File: src/rtl/omwe_pkg.sv
// shared types, codes and constants of the one-wire master engine
// no dependencies
package omwe_pkg;

  localparam int unsigned TickW   = 10;
  localparam int unsigned ByteW   = 8;
  localparam int unsigned BitIdxW = 3;
  localparam int unsigned CfgIdxW = 4;

  // fixed recovery times after a write slot
  localparam logic [TickW-1:0] WriteOneRecoverUs  = 10'd58;
  localparam logic [TickW-1:0] WriteZeroRecoverUs = 10'd2;

  // register reset values
  localparam logic [TickW-1:0] ResetLowRst      = 10'd750;
  localparam logic [TickW-1:0] ResetReleaseRst  = 10'd15;
  localparam logic [TickW-1:0] PresenceWaitRst  = 10'd100;
  localparam logic [TickW-1:0] PresenceMaxRst   = 10'd240;
  localparam logic [TickW-1:0] WriteOneLowRst   = 10'd8;
  localparam logic [TickW-1:0] WriteZeroLowRst  = 10'd70;
  localparam logic [TickW-1:0] ReadLowRst       = 10'd10;
  localparam logic [TickW-1:0] ReadRecoverRst   = 10'd45;

  typedef enum logic [CfgIdxW-1:0] {
    CFG_RESET_LOW     = 4'd0,
    CFG_RESET_RELEASE = 4'd1,
    CFG_PRESENCE_WAIT = 4'd2,
    CFG_PRESENCE_MAX  = 4'd3,
    CFG_WRITE_ONE_LOW = 4'd4,
    CFG_WRITE_ZERO_LOW = 4'd5,
    CFG_READ_LOW      = 4'd6,
    CFG_READ_RECOVER  = 4'd7
  } cfg_idx_t;

  typedef enum logic [1:0] {
    REQ_TICK  = 2'd0,
    REQ_RESET = 2'd1,
    REQ_WRITE = 2'd2,
    REQ_READ  = 2'd3
  } req_t;

  typedef enum logic [3:0] {
    PH_IDLE      = 4'd0,
    PH_RST_LOW   = 4'd1,
    PH_RST_REL   = 4'd2,
    PH_PRES_WAIT = 4'd3,
    PH_PRES_LOW  = 4'd4,
    PH_WR_LOW    = 4'd5,
    PH_WR_REC    = 4'd6,
    PH_RD_LOW    = 4'd7,
    PH_RD_REC    = 4'd8
  } phase_t;

  typedef struct packed {
    logic [TickW-1:0] reset_low_us;
    logic [TickW-1:0] reset_release_us;
    logic [TickW-1:0] presence_wait_us;
    logic [TickW-1:0] presence_max_us;
    logic [TickW-1:0] write_one_low_us;
    logic [TickW-1:0] write_zero_low_us;
    logic [TickW-1:0] read_low_us;
    logic [TickW-1:0] read_recover_us;
  } cfg_t;

  typedef struct packed {
    phase_t             phase;
    logic [TickW-1:0]   tick_count;
    logic [ByteW-1:0]   shift_byte;
    logic [BitIdxW-1:0] bit_index;
    logic               fail_flag;
    logic [ByteW-1:0]   read_byte;
  } eng_state_t;

  typedef struct packed {
    req_t             req_type;
    logic [ByteW-1:0] write_data;
    logic             bus_level;
  } in_beat_t;

  typedef struct packed {
    logic             drive_low;
    logic             busy_res;
    logic             done_res;
    logic             presence_fail;
    logic [ByteW-1:0] read_data;
    logic             rejected;
  } out_beat_t;

endpackage

File: src/rtl/omwe_cfg.sv
// timing register file of the one-wire master engine
// depends on omwe_pkg
module omwe_cfg import omwe_pkg::*; (
  input  logic               clk,
  input  logic               rst_n,
  input  logic               wr_en,
  input  logic [CfgIdxW-1:0] wr_index,
  input  logic [TickW-1:0]   wr_data,
  output cfg_t               cfg
);

  cfg_t cfg_r, cfg_nxt;

  always_comb begin
    cfg_nxt = cfg_r;
    if (wr_en) begin
      unique case (cfg_idx_t'(wr_index))
        CFG_RESET_LOW:      cfg_nxt.reset_low_us      = wr_data;
        CFG_RESET_RELEASE:  cfg_nxt.reset_release_us  = wr_data;
        CFG_PRESENCE_WAIT:  cfg_nxt.presence_wait_us  = wr_data;
        CFG_PRESENCE_MAX:   cfg_nxt.presence_max_us   = wr_data;
        CFG_WRITE_ONE_LOW:  cfg_nxt.write_one_low_us  = wr_data;
        CFG_WRITE_ZERO_LOW: cfg_nxt.write_zero_low_us = wr_data;
        CFG_READ_LOW:       cfg_nxt.read_low_us       = wr_data;
        CFG_READ_RECOVER:   cfg_nxt.read_recover_us   = wr_data;
        default: ;  // out-of-range index is dropped
      endcase
    end
  end

  always_ff @(posedge clk) begin
    if (!rst_n) begin
      cfg_r.reset_low_us      <= ResetLowRst;
      cfg_r.reset_release_us  <= ResetReleaseRst;
      cfg_r.presence_wait_us  <= PresenceWaitRst;
      cfg_r.presence_max_us   <= PresenceMaxRst;
      cfg_r.write_one_low_us  <= WriteOneLowRst;
      cfg_r.write_zero_low_us <= WriteZeroLowRst;
      cfg_r.read_low_us       <= ReadLowRst;
      cfg_r.read_recover_us   <= ReadRecoverRst;
    end else begin
      cfg_r <= cfg_nxt;
    end
  end

  assign cfg = cfg_r;

endmodule

File: src/rtl/omwe_step.sv
// one-beat next-state and result logic of the one-wire master engine
// depends on omwe_pkg
module omwe_step import omwe_pkg::*; (
  input  eng_state_t cur,
  input  cfg_t       cfg,
  input  in_beat_t   beat,
  output eng_state_t nxt,
  output out_beat_t  res
);

  logic [TickW-1:0] tc_inc;
  logic             done;
  logic             rej;

  assign tc_inc = cur.tick_count + 10'd1;

  // next state
  always_comb begin
    logic [TickW-1:0] lim;
    logic [ByteW-1:0] sb;
    nxt  = cur;
    done = 1'b0;
    rej  = 1'b0;
    lim  = '0;
    sb   = cur.shift_byte;
    if (beat.req_type != REQ_TICK) begin
      if (cur.phase != PH_IDLE) begin
        rej = 1'b1;
      end else begin
        nxt.bit_index  = '0;
        nxt.tick_count = '0;
        case (beat.req_type)
          REQ_RESET: nxt.phase = PH_RST_LOW;
          REQ_WRITE: begin
            nxt.phase      = PH_WR_LOW;
            nxt.shift_byte = beat.write_data;
          end
          default: begin
            nxt.phase      = PH_RD_LOW;
            nxt.shift_byte = '0;
          end
        endcase
      end
    end else begin
      nxt.tick_count = tc_inc;
      unique case (cur.phase)
        PH_RST_LOW: begin
          if (tc_inc >= cfg.reset_low_us) begin
            nxt.phase = PH_RST_REL; nxt.tick_count = '0;
          end
        end
        PH_RST_REL: begin
          if (tc_inc >= cfg.reset_release_us) begin
            nxt.phase = PH_PRES_WAIT; nxt.tick_count = '0;
          end
        end
        PH_PRES_WAIT: begin
          if (beat.bus_level) begin
            if (tc_inc >= cfg.presence_wait_us) begin
              nxt.fail_flag = 1'b1; done = 1'b1;
              nxt.phase = PH_IDLE; nxt.tick_count = '0;
            end
          end else begin
            // low sample is the first tick of the presence pulse
            nxt.phase      = PH_PRES_LOW;
            nxt.tick_count = 10'd1;
            if (10'd1 >= cfg.presence_max_us) begin
              nxt.fail_flag = 1'b1; done = 1'b1;
              nxt.phase = PH_IDLE; nxt.tick_count = '0;
            end
          end
        end
        PH_PRES_LOW: begin
          if (beat.bus_level) begin
            nxt.fail_flag = 1'b0; done = 1'b1;
            nxt.phase = PH_IDLE; nxt.tick_count = cur.tick_count;
            nxt.tick_count = '0;
          end else if (tc_inc >= cfg.presence_max_us) begin
            nxt.fail_flag = 1'b1; done = 1'b1;
            nxt.phase = PH_IDLE; nxt.tick_count = '0;
          end
        end
        PH_WR_LOW: begin
          lim = cur.shift_byte[0] ? cfg.write_one_low_us : cfg.write_zero_low_us;
          if (tc_inc >= lim) begin
            nxt.phase = PH_WR_REC; nxt.tick_count = '0;
          end
        end
        PH_WR_REC: begin
          lim = cur.shift_byte[0] ? WriteOneRecoverUs : WriteZeroRecoverUs;
          if (tc_inc >= lim) begin
            nxt.shift_byte = {1'b0, cur.shift_byte[ByteW-1:1]};
            nxt.tick_count = '0;
            if (cur.bit_index == 3'd7) begin
              nxt.phase = PH_IDLE; nxt.bit_index = '0; done = 1'b1;
            end else begin
              nxt.phase = PH_WR_LOW; nxt.bit_index = cur.bit_index + 3'd1;
            end
          end
        end
        PH_RD_LOW: begin
          if (tc_inc >= cfg.read_low_us) begin
            nxt.phase = PH_RD_REC; nxt.tick_count = '0;
          end
        end
        PH_RD_REC: begin
          // first tick after release carries the bit
          if (cur.tick_count == '0) begin
            sb[cur.bit_index] = cur.shift_byte[cur.bit_index] | beat.bus_level;
          end
          nxt.shift_byte = sb;
          if (tc_inc >= cfg.read_recover_us) begin
            nxt.tick_count = '0;
            if (cur.bit_index == 3'd7) begin
              nxt.phase = PH_IDLE; nxt.bit_index = '0;
              nxt.read_byte = sb; done = 1'b1;
            end else begin
              nxt.phase = PH_RD_LOW; nxt.bit_index = cur.bit_index + 3'd1;
            end
          end
        end
        default: begin
          nxt.phase = PH_IDLE; nxt.tick_count = '0;
        end
      endcase
    end
  end

  // outputs from the updated state
  always_comb begin
    res.drive_low     = (nxt.phase == PH_RST_LOW) || (nxt.phase == PH_WR_LOW) ||
                        (nxt.phase == PH_RD_LOW);
    res.busy_res      = (nxt.phase != PH_IDLE);
    res.done_res      = done;
    res.presence_fail = nxt.fail_flag;
    res.read_data     = nxt.read_byte;
    res.rejected      = rej;
  end

endmodule

File: src/rtl/onewire_master_engine_core.sv
// top level of the one-wire master timing engine: input stage, step logic, result stage
// depends on omwe_pkg, omwe_cfg, omwe_step
//
//  port group  | beat carries                                   | handshake
//  ------------+------------------------------------------------+-------------------
//  in_         | req_type, write_data, bus_level                | in_valid/in_ready
//  out_        | drive_low, busy_res, done_res, presence_fail,  | out_valid/out_ready
//              | read_data, rejected                            |
//  cfg_        | cfg_index (4 bits), cfg_data (10 bits)         | cfg_valid/cfg_ready
//
//  one beat a cycle sustained while out_ready stays high; a taken beat is held in the input register,
//  then passes through the step logic into the result register
//  the engine state advances when a beat moves from the input register to the result register
//  a stalled out_ready holds the result and, while the input register is full, drops in_ready in the same cycle
//  rst_n is synchronous, active low; it clears valids and engine state and loads default timings
//  cfg_ready is always high; writes land in the next cycle
module onewire_master_engine_core import omwe_pkg::*; (
  input  logic               clk,
  input  logic               rst_n,
  input  logic               in_valid,
  output logic               in_ready,
  input  logic [1:0]         in_req_type,
  input  logic [ByteW-1:0]   in_write_data,
  input  logic               in_bus_level,
  output logic               out_valid,
  input  logic               out_ready,
  output logic               out_drive_low,
  output logic               out_busy_res,
  output logic               out_done_res,
  output logic               out_presence_fail,
  output logic [ByteW-1:0]   out_read_data,
  output logic               out_rejected,
  input  logic               cfg_valid,
  output logic               cfg_ready,
  input  logic [CfgIdxW-1:0] cfg_index,
  input  logic [TickW-1:0]   cfg_data
);

  cfg_t       cfg;
  in_beat_t   in_beat_r, in_beat_nxt;
  logic       in_valid_r, in_valid_nxt;
  eng_state_t state_r, state_nxt, step_state;
  out_beat_t  out_beat_r, out_beat_nxt, step_res;
  logic       out_valid_r, out_valid_nxt;
  logic       out_adv;
  logic       step_fire;

  assign cfg_ready = 1'b1;

  omwe_cfg u_cfg (
    .clk      (clk),
    .rst_n    (rst_n),
    .wr_en    (cfg_valid),
    .wr_index (cfg_index),
    .wr_data  (cfg_data),
    .cfg      (cfg)
  );

  // result register empties or is being taken
  assign out_adv   = !out_valid_r || out_ready;
  assign step_fire = in_valid_r && out_adv;
  assign in_ready  = !in_valid_r || out_adv;

  // input register
  always_comb begin
    in_valid_nxt = in_valid_r;
    in_beat_nxt  = in_beat_r;
    if (in_ready) begin
      in_valid_nxt = in_valid;
      in_beat_nxt.req_type   = req_t'(in_req_type);
      in_beat_nxt.write_data = in_write_data;
      in_beat_nxt.bus_level  = in_bus_level;
    end
  end

  omwe_step u_step (
    .cur  (state_r),
    .cfg  (cfg),
    .beat (in_beat_r),
    .nxt  (step_state),
    .res  (step_res)
  );

  // engine state and result register
  always_comb begin
    state_nxt     = state_r;
    out_valid_nxt = out_valid_r;
    out_beat_nxt  = out_beat_r;
    if (out_adv) begin
      out_valid_nxt = in_valid_r;
    end
    if (step_fire) begin
      state_nxt    = step_state;
      out_beat_nxt = step_res;
    end
  end

  always_ff @(posedge clk) begin
    if (!rst_n) begin
      in_valid_r          <= 1'b0;
      out_valid_r         <= 1'b0;
      state_r.phase       <= PH_IDLE;
      state_r.tick_count  <= '0;
      state_r.shift_byte  <= '0;
      state_r.bit_index   <= '0;
      state_r.fail_flag   <= 1'b0;
      state_r.read_byte   <= '0;
    end else begin
      in_valid_r  <= in_valid_nxt;
      out_valid_r <= out_valid_nxt;
      state_r     <= state_nxt;
    end
  end

  // payload registers, no reset
  always_ff @(posedge clk) begin
    in_beat_r  <= in_beat_nxt;
    out_beat_r <= out_beat_nxt;
  end

  assign out_valid         = out_valid_r;
  assign out_drive_low     = out_beat_r.drive_low;
  assign out_busy_res      = out_beat_r.busy_res;
  assign out_done_res      = out_beat_r.done_res;
  assign out_presence_fail = out_beat_r.presence_fail;
  assign out_read_data     = out_beat_r.read_data;
  assign out_rejected      = out_beat_r.rejected;

endmodule

File: config.mk
export PLATFORM = sky130hd
export DESIGN_NAME = onewire_master_engine_core
export DESIGN_NICKNAME = d
export VERILOG_FILES = /design/src/rtl/omwe_pkg.sv /design/src/rtl/omwe_cfg.sv /design/src/rtl/omwe_step.sv /design/src/rtl/onewire_master_engine_core.sv
export SDC_FILE = /design/constraint.sdc
export NUM_CORES = 1
export LEC_CHECK = 0
export BUFFER_PORTS_ARGS = -buffer_cell sky130_fd_sc_hd__buf_4
export CORE_AREA = 2 2 183 185
export DETAILED_ROUTE_END_ITERATION = 16
export DIE_AREA = 0 0 185 187
export PLACE_DENSITY = 0.36
export SLEW_MARGIN = 20
export SYNTH_ARGS = -nofsm -noshare
export SYNTH_HDL_FRONTEND = slang
export SYNTH_SLANG_ARGS = --single-unit
File: constraint.sdc
create_clock -name clk -period 10.25 [get_ports clk]
set_input_delay 1.025 -clock clk [delete_from_list [all_inputs] [get_ports clk]]
set_output_delay 1.025 -clock clk [all_outputs]
set_load 0.01 [all_outputs]
==> key figures, run 1 <==
Status
  • Result of the run: completed

Global routing
  • Remaining global-route overflow: 0
  • Number of global-route vias before repair: 6,454
  • Pin count of the biggest net entering global routing: 77
  • Global-route wire length before repair: 38,100 microns
  • Number of antenna violations at the first check in global routing: 0
  • Total GRT Usage: 14.53%

Setup path
  • Max FO, Critical Path: 13
  • Crit Path Category: reg -> reg
  • List of cells traversed by the critical path: ha_1 > xor2_1 > ha_1 > a211o_1 > a31oi_1 > o31ai_1 > maj3_1 > maj3_1 > o2111ai_1 > o21ai_0 > o211ai_1
  • CP top delay family: compound AO/OA/AOI/OAI gates
  • Kind of launch point of the worst setup path: register
  • Worst reg-to-reg path cell count: 11
  • Worst flop-to-flop path startpoint: state_r[20]
  • WP data arrival: a little over 5000 ps
  • Critical Path RT: roughly 11,000 ps
  • Buf+Inv Stages, Crit Path: 0
  • Capture point of the worst reg-to-reg path: state_r[22]
  • Highest cell delay on the worst timing path: 750 ps
  • Critical path capture point: state_r[22]
  • Depth of the critical timing path with buffers and inverters included: 11
  • Worst-case register-to-register setup slack: approximately 5400 ps
  • CP endpoint kind: register
  • Launch point of the critical path: state_r[20]
  • CP max-delay cell: xor2_1

Place
  • Final HPWL from detailed placement: 17,230 microns
  • Port Buffers: 44
  • Final RePlAce weighted congestion: 0.7634

Clock network
  • Worst-Skew Late Latency: 440 ps
  • Number of H-tree branching levels: 4
  • CTS tree: done
  • Clock transition at path regs: 60 ps
  • Post-cts gate resize count: 0
  • TritonCTS Sinks: between 100 and 150
  • Clock Path Buffers: 2
  • Clock root cell: clkbuf_16
  • CTS hold repair buffers: 0
  • Total CTS buffers: 17
  • Post-CTS repair timing setup buffer count: 0

Power and ir drop
  • Peak ir drop on the vdd network: 0.0001030 V
  • Flop pwr share: between 40 and 50%
  • Total power: ~0.0013 W
  • Switching fraction of total power: between 20% and 30%
  • Combinational share of power: 8.0%
  • P_sw: approximately 0.00035 W
  • Internal power summed over all cells: approximately 0.001 W
  • Portion of total power attributed to the clock network: between 40% and 50%
  • Static power due to leakage: 3.825 nW
  • Power per cell area: approximately 140 nW/um^2

Finish
  • NumNets Final: 1,044
  • Multi-input gate area: 4571 sq um
  • Fraction of final layout cells sized beyond drive strength 1: a little over an eighth
  • Antenna diode instance count: 0
  • Relative area change from synthesis to final layout: 16.95%
  • FILL cells: 3,559
  • Share of the core filled with cells: 28.74%
  • Sequential standard cell area: 3043 sq um

Yosys
  • Fraction of post-synthesis cell area in the top cell type by area: approximately 29%
  • Commonest cells in the netlist: nand2_1 (131), dfxtp_1 (116), nor2_1 (85)
  • Syn Inst Count: 928
  • Syn. warnings: 0
  • FFs w/ async S/R, synth: 0%
  • Top-count cell post-synth: nand2_1
  • Count of flip-flops with a built-in enable after synthesis: 24
  • Mean cell area of the mapped netlist: 8.703 sq um
  • Net count after synthesis: 1,026
  • Sequential share of the synthesized area: approximately 38%
  • Unique cell type count in the Yosys netlist: 72
  • Post-Syn Area: 8076 sq um
  • Main flop type after synthesis: dfxtp_1
  • Top post-synthesis cells by area: dfxtp_1 (29%), ha_1 (11%), edfxtp_1 (8.9%)
  • Number of register bits inferred by synthesis: 140
  • Yosys top cell by area: dfxtp_1

Floorplanning
  • Placeable core region: 32,860 sq um
  • Initial Util: 24.58%
  • I/O pin count: between 40 and 50
  • Die Height: 187 microns
  • Placement row count: 67
  • Die Area: approximately 35,000 sq um
  • Width of the chip: around 190 microns

Route
  • Total iterations of the first detailed-routing run: 5
  • Antenna violation net count after detailed routing: 0
  • Number of vias per cell after detailed routing: 4.623
  • Routed WL: about 24,000 microns
  • Post-route DRC: 0
  • Number of vias in the routed layout: 6,505
  • Average detailed-routed wire length per instance: between 15 and 20 microns
  • Drt initial violations: ~380

Timing
  • Worst slew margin relative to its limit: 34.94%
  • Setup repair after global routing missed its margin: no
  • Max frequency: 0.2080 GHz
  • Largest clock skew in the final design: 14.24 ps
  • Count of final max-slew check failures: 0
  • Total setup violations reported at the end of the flow: 0
  • Sum of negative setup slack: 0 ps
  • Number of hold violations in the final report: 0
  • Actual transition at the worst max-transition pin: ~980 ps
  • Period utilization: 46.90%
  • Shortest period the worst path allows: approximately 4800 ps

Worst hold path
  • Startpoint of the most critical hold path: u_cfg.cfg[7]
  • Hold path depth: 2
  • Worst min-delay path class: reg -> reg

Flow run
  • Number of max-cap violations: 0
-- registers in the layout, summed over array words and instances (netlist names) --
name               count
out_rejected           1
u_cfg.cfg             80
out_drive_low          1
out_done_res           1
in_beat_r             11
state_r               34
in_valid_r             1
out_read_data          8
out_valid              1
out_busy_res           1
out_presence_fail      1
-- cell usage in the layout (no fill, tap or decap), types with 5 or more instances in the layout --
cell type	n
nand2b_1	12
nor2b_1	9
and3_1	8
a221oi_1	5
edfxtp_1	24
nor3_1	13
mux2_2	17
maj3_1	6
buf_4	54
o211ai_1	24
a21oi_1	53
nand3_1	22
and2_1	6
o21ai_0	30
a311oi_1	6
mux2i_1	53
o21a_1	5
inv_1	64
nand2_1	131
clkbuf_16	20
dfxtp_1	116
nor4_1	6
or3_1	5
a21o_1	7
a211oi_1	18
nor2_1	85
nand4_1	9
ha_1	68
a22oi_1	8
-- tightest hold or removal path, stage by stage (launching register included) --
cell and delay, ps:
dfxtp_1 310, nand2_1 50, a21oi_1 50
-- kinds of logic after synthesis --
logic type / after synthesis / share of synthesized area (%)
AND/OR/NAND/NOR: 326 / 18.53
AO/OA/AOI/OAI: 188 / 16.28
flip-flops: 140 / 37.68
buffers and inverters: 121 / 5.856
adder cells (fa/ha/maj): 76 / 11.56
multiplexers: 70 / 8.939
XOR/XNOR: 6 / 1.116
other: 1 / 0.04643
-- worst min-delay path by stage --
stage	end	slack, ps
final	u_cfg.cfg[7]	450
after global routing	u_cfg.cfg[7]	470
after CTS	u_cfg.cfg[30]	460
after detailed placement	u_cfg.cfg[30]	440
after global placement	u_cfg.cfg[30]	440
after floorplan	u_cfg.cfg[30]	430
-- power by group through the flow --
| stage | Sequential, W | Clock (W) | Combinational, W |
|---|---|---|---|
| finish | 0.000586 | 0.000654 | 0.000108 |
| global route | 0.000588 | 0.000696 | 0.000122 |
| CTS | 0.000586 | 0.000675 | 0.000111 |
| detailed placement | 0.000598 | 0 | 0.000110 |
| global placement | 0.000598 | 0 | 0.000111 |
| floorplan | 0.000593 | 0 | 0.0000727 |
-- area by class of cell --
class	count	share of cell area, %
multi-input combinational	667	48.39
inverter	66	2.623
clock inverter	10	1.060
tap	448	5.935
sequential	140	32.22
clock buffer	22	5.484
timing repair buffer	54	4.292
-- routing by layer --
layer | GRT usage, % | wire (microns) | vias up
li1 | - | - | 3318
met1 | 20.54 | 12120 | 3088
met2 | 22.60 | 10800 | 84
met3 | 2.765 | 760 | 15
met4 | 3.755 | 235 | 0
met5 | 0 | 0 | -
-- metrics by stage --
stage / hold WS [ps] / worst slack (ps) / cell area [sq um] / cells
after floorplan: 432.9 / 6351 / 8077 / 928
after global placement: 441.9 / 5430 / 8827 / 1375
after detailed placement: 444.9 / 5352 / 8827 / 1375
after CTS: 455.5 / 5350 / 9445 / 1407
after global routing: 471.3 / 5014 / 9445 / 1407
final: 453.9 / 5443 / 9445 / 1407
Note: power is estimated with default switching activity, not from simulation.
==> inputs of run 2 (changes only) <==
--- a/config.mk
+++ b/config.mk
@@ -5,11 +5,12 @@
 export SDC_FILE = /design/constraint.sdc
 export NUM_CORES = 1
 export LEC_CHECK = 0
+export ABC_AREA = 1
 export BUFFER_PORTS_ARGS = -buffer_cell sky130_fd_sc_hd__buf_4
-export CORE_AREA = 2 2 183 185
+export CORE_AREA = 2 2 187 189
 export DETAILED_ROUTE_END_ITERATION = 16
-export DIE_AREA = 0 0 185 187
-export PLACE_DENSITY = 0.36
+export DIE_AREA = 0 0 189 191
+export PLACE_DENSITY = 0.37
 export SLEW_MARGIN = 20
 export SYNTH_ARGS = -nofsm -noshare
 export SYNTH_HDL_FRONTEND = slang
==> constraint.sdc (replaced) <==
create_clock -name clk -period 4 [get_ports clk]
set_input_delay 0.4 -clock clk [delete_from_list [all_inputs] [get_ports clk]]
set_output_delay 0.4 -clock clk [all_outputs]
set_load 0.01 [all_outputs]
==> run 2 against run 1 <==
  * Non-clock buffer count rose by 10
  * Combinational power rose to 3.3 times the previous value
  * Wire length rose by 13%
  * Synthesized area rose by 4.1%
  * Fmax rose by 38%
  * Flip-flop and latch count did not move
  * Die area rose by 4.3%
  * Via count rose by 18%
  * Count of clock-buffer cells in the layout fell by 2
  * Critical path depth rose by 10
  * Worst hold slack got worse by 320 ps
  * Critical path type unchanged
  * Largest cell class unchanged
==> key figures, run 2 <==
Finish
  • Flip-flop count of the largest register after layout: 80 (unchanged)
  • NumNets Final: 1,356 (+30%)
  • Antenna diode instance count: 0 (unchanged)
  • Leading cell type in the layout, fill and taps excluded: nand2_1
  • Fraction of final layout cells sized beyond drive strength 1: 10.54% (-2.5 points)
  • Most frequent cells in the layout: nand2_1 (259), inv_1 (179), nor2_1 (124)
  • Relative area change from synthesis to final layout: 17.94%
  • Post-route cell area: 9912 sq um (+4.9%)

Worst hold path
  • Startpoint of the most critical hold path: in_write_data[6]
  • Worst min-delay path class: in -> reg

Route
  • Number of vias in the routed layout: 7,691 (+18%)
  • Post-route DRC: 0 (unchanged)
  • Average detailed-routed wire length per instance: 15.72 microns (-7.5%)
  • Antenna violation net count after detailed routing: 0 (unchanged)
  • Routed WL: 27,130 microns (+13%)
  • Total iterations of the first detailed-routing run: 5 (unchanged)
  • Number of vias per cell after detailed routing: 4.456 (-3.6%)
  • Drt initial violations: 509 (+35%)

Timing
  • Shortest period the worst path allows: 3478 ps (-1329 ps)
  • Sum of negative setup slack: 0 ps (unchanged)
  • Period utilization: 86.95% (+40 points)
  • Max frequency: 0.2875 GHz (+38%)
  • Setup repair after global routing missed its margin: no
  • Worst hold-check slack: 134.6 ps (-319.3 ps)
  • Number of hold violations in the final report: 0 (unchanged)
  • Total setup violations reported at the end of the flow: 0 (unchanged)
  • Worst slew margin relative to its limit: 37.85% (+2.9 points)
  • Count of final max-slew check failures: 0 (unchanged)
  • Actual transition at the worst max-transition pin: 925.2 ps (-50.72 ps)
  • Largest clock skew in the final design: 16.28 ps (+2.039 ps)

Setup path
  • CP endpoint kind: register
  • Most used cell along the critical path: nand2_1
  • Kind of launch point of the worst setup path: register
  • CP top delay family: simple AND/OR/NAND/NOR gates
  • Buf+Inv Stages, Crit Path: 2 (+2)
  • WP data arrival: 3670 ps (-1490 ps)
  • Launch point of the critical path: state_r[21]
  • CP max-delay cell: xor2_1
  • Crit Path Category: reg -> reg
  • Max FO, Critical Path: 6 (-7)
  • Highest cell delay on the worst timing path: 420 ps (-330 ps)
  • Critical Path RT: 4200 ps (-6410 ps)
  • List of cells traversed by the critical path: ha_1 > nand2_1 > nor2_2 > xor2_1 > ha_1 > nand2_1 > inv_1 > a21oi_1 > nand2_1 > nand2_1 > nand3_1 > nand2_1 > nand2_1 > nand2_1 > nand2_1 > nand2_1 > nand2_1 > o21ai_0 > inv_1 > nand3_1 > nor2_1
  • Worst flop-to-flop path startpoint: state_r[21]

Clock network
  • Post-CTS repair timing setup buffer count: 0 (unchanged)
  • Number of H-tree branching levels: 4 (unchanged)
  • Post-cts gate resize count: 0 (unchanged)
  • Clock transition at path regs: 60 ps (about the same)
  • Worst-Skew Late Latency: 450 ps (about the same)
  • CTS hold repair buffers: 0 (unchanged)
  • CTS tree: done
  • Clock Path Buffers: 2 (unchanged)
  • TritonCTS Sinks: 140 (unchanged)
  • Clock root cell: clkbuf_16
  • Total CTS buffers: 17 (unchanged)

Yosys
  • Syn Inst Count: 1,211 (+30%)
  • Sequential share of the synthesized area: 36.21% (-1.5 points)
  • Post-synthesis mux area share: 1.102% (-7.8 points)
  • Mean cell area of the mapped netlist: 6.940 sq um (-20%)
  • Unique cell type count in the Yosys netlist: 43 (-40%)
  • Fraction of post-synthesis cell area in the top cell type by area: 27.63% (-1.1 points)
  • Share of synthesized cell area in and, or, nand and nor gates: 27.68% (+9.1 points)
  • Net count after synthesis: 1,309 (+28%)
  • Main flop type after synthesis: dfxtp_1
  • Top-count cell post-synth: nand2_1
  • Top post-synthesis cells by area: dfxtp_1 (28%), nand2_1 (12%), ha_1 (10%)
  • Yosys top cell by area: dfxtp_1
  • Post-Syn Area: 8404 sq um (+4.1%)
  • FFs w/ async S/R, synth: 0% (unchanged)
  • Syn. warnings: 0 (unchanged)
  • Number of register bits inferred by synthesis: 140 (unchanged)
  • Commonest cells in the netlist: nand2_1 (259), inv_1 (180), nor2_1 (124)
  • Largest family of logic cells by synthesized area: simple AND/OR/NAND/NOR gates
  • Synthesized-area fraction occupied by ao, oa, aoi and oai cells: 14.41% (-1.9 points)
  • Adder and majority cell fraction of the synthesized area: 10.12% (-1.4 points)
  • Synth Area in XOR/XNOR: 0.3126% (-0.80 points)
  • Count of flip-flops with a built-in enable after synthesis: 24 (unchanged)

Power and ir drop
  • Power per cell area: 359.4 nW/um^2 (+150%)
  • Total power: 0.003563 W (+160%)
  • Peak ir drop on the vdd network: 0.0002355 V (+130%)
  • Static power due to leakage: 4.711 nW (+23%)

Floorplanning
  • Placeable core region: 34,120 sq um (+3.8%)
  • Placement row count: 68 (+1.5%)
  • Die Height: 191 microns (+2.1%)
  • I/O pin count: 46 (unchanged)
  • Width of the chip: 189 microns (+2.2%)
  • Die Area: 36,100 sq um (+4.3%)
  • Initial Util: 24.63% (+0.056 points)

Global routing
  • Remaining global-route overflow: 0 (unchanged)
  • Pin count of the biggest net entering global routing: 78 (+1.3%)
  • Number of global-route vias before repair: 7,332 (+14%)
  • Number of antenna violations at the first check in global routing: 0 (unchanged)
  • Total GRT Usage: 15.62% (+1.1 points)
  • Global-route wire length before repair: 42,970 microns (+13%)

Status
  • Result of the run: completed

Place
  • Final RePlAce weighted congestion: 0.7919 (+3.7%)
  • Final HPWL from detailed placement: 19,930 microns (+16%)
  • Port Buffers: 44 (unchanged)
  • Cell area after placement: 9301 sq um (+5.4%)

Flow run
  • Number of max-cap violations: 0 (unchanged)
==> run 2: cell types whose count changed after synthesis, moves of 15 or more <==
cell,delta
nand2_1,+128
inv_1,+115
nand3_1,+72
o21ai_0,+67
mux2i_1,-46
a21oi_1,+45
nor2_1,+39
a211oi_1,-17
clkbuf_1,-17
o211ai_1,-16
mux2_2,-15
==> run 2: layout make-up <==
class	count	area [sq um]
flip-flops and latches	140	3043
repair buffers	64	480.5
clock buffers	20	478.0
multi-input cells	849	4511
fillers	3749	24210
clock inverters	12	132.6
well taps	455	569.3
inverters	186	698.2
==> run 2: kinds of logic after synthesis <==
family | Yosys count
other | 1
AOI/OAI and AO/OA | 228
and+or+nand+nor | 540
muxes | 9
adders and majority gates | 68
xor gates and xnor gates | 3
buffers and inverters | 222
DFF | 140
==> run 2: metrics by stage <==
stage	cells	util [%]	worst slack [ps]
floorplan	1211	-	561.7
global placement	1694	27.26	658.5
detailed placement	1694	27.26	542.6
CTS	1726	29.05	517.8
global route	1726	29.05	104.7
finish	1726	29.05	521.9
==> run 2: path summary, 6_finish.rpt <==
path / end / slack, ps / depth (start not counted)
setup / recovery: out_drive_low / 520 / 21
hold / removal: in_beat_r[7] / 130 / 1
setup reg to reg: out_drive_low / 520 / 21
hold reg to reg: u_cfg.cfg[21] / 460 / 2
==> run 2: per-layer routing <==
metal / global-route usage [%] / up-vias / wire length, microns
met5: 0 / - / 0
met4: 3.846 / 0 / 289
met3: 2.276 / 18 / 587
met2: 25.40 / 87 / 12470
met1: 21.67 / 3542 / 13780
li1: - / 4044 / -
==> run 2: power breakdown <==
part           internal [W]  switching [W]
logic              0.000114       0.000245
registers           0.00149      0.0000275
clock network      0.000993       0.000697
total               0.00259       0.000970
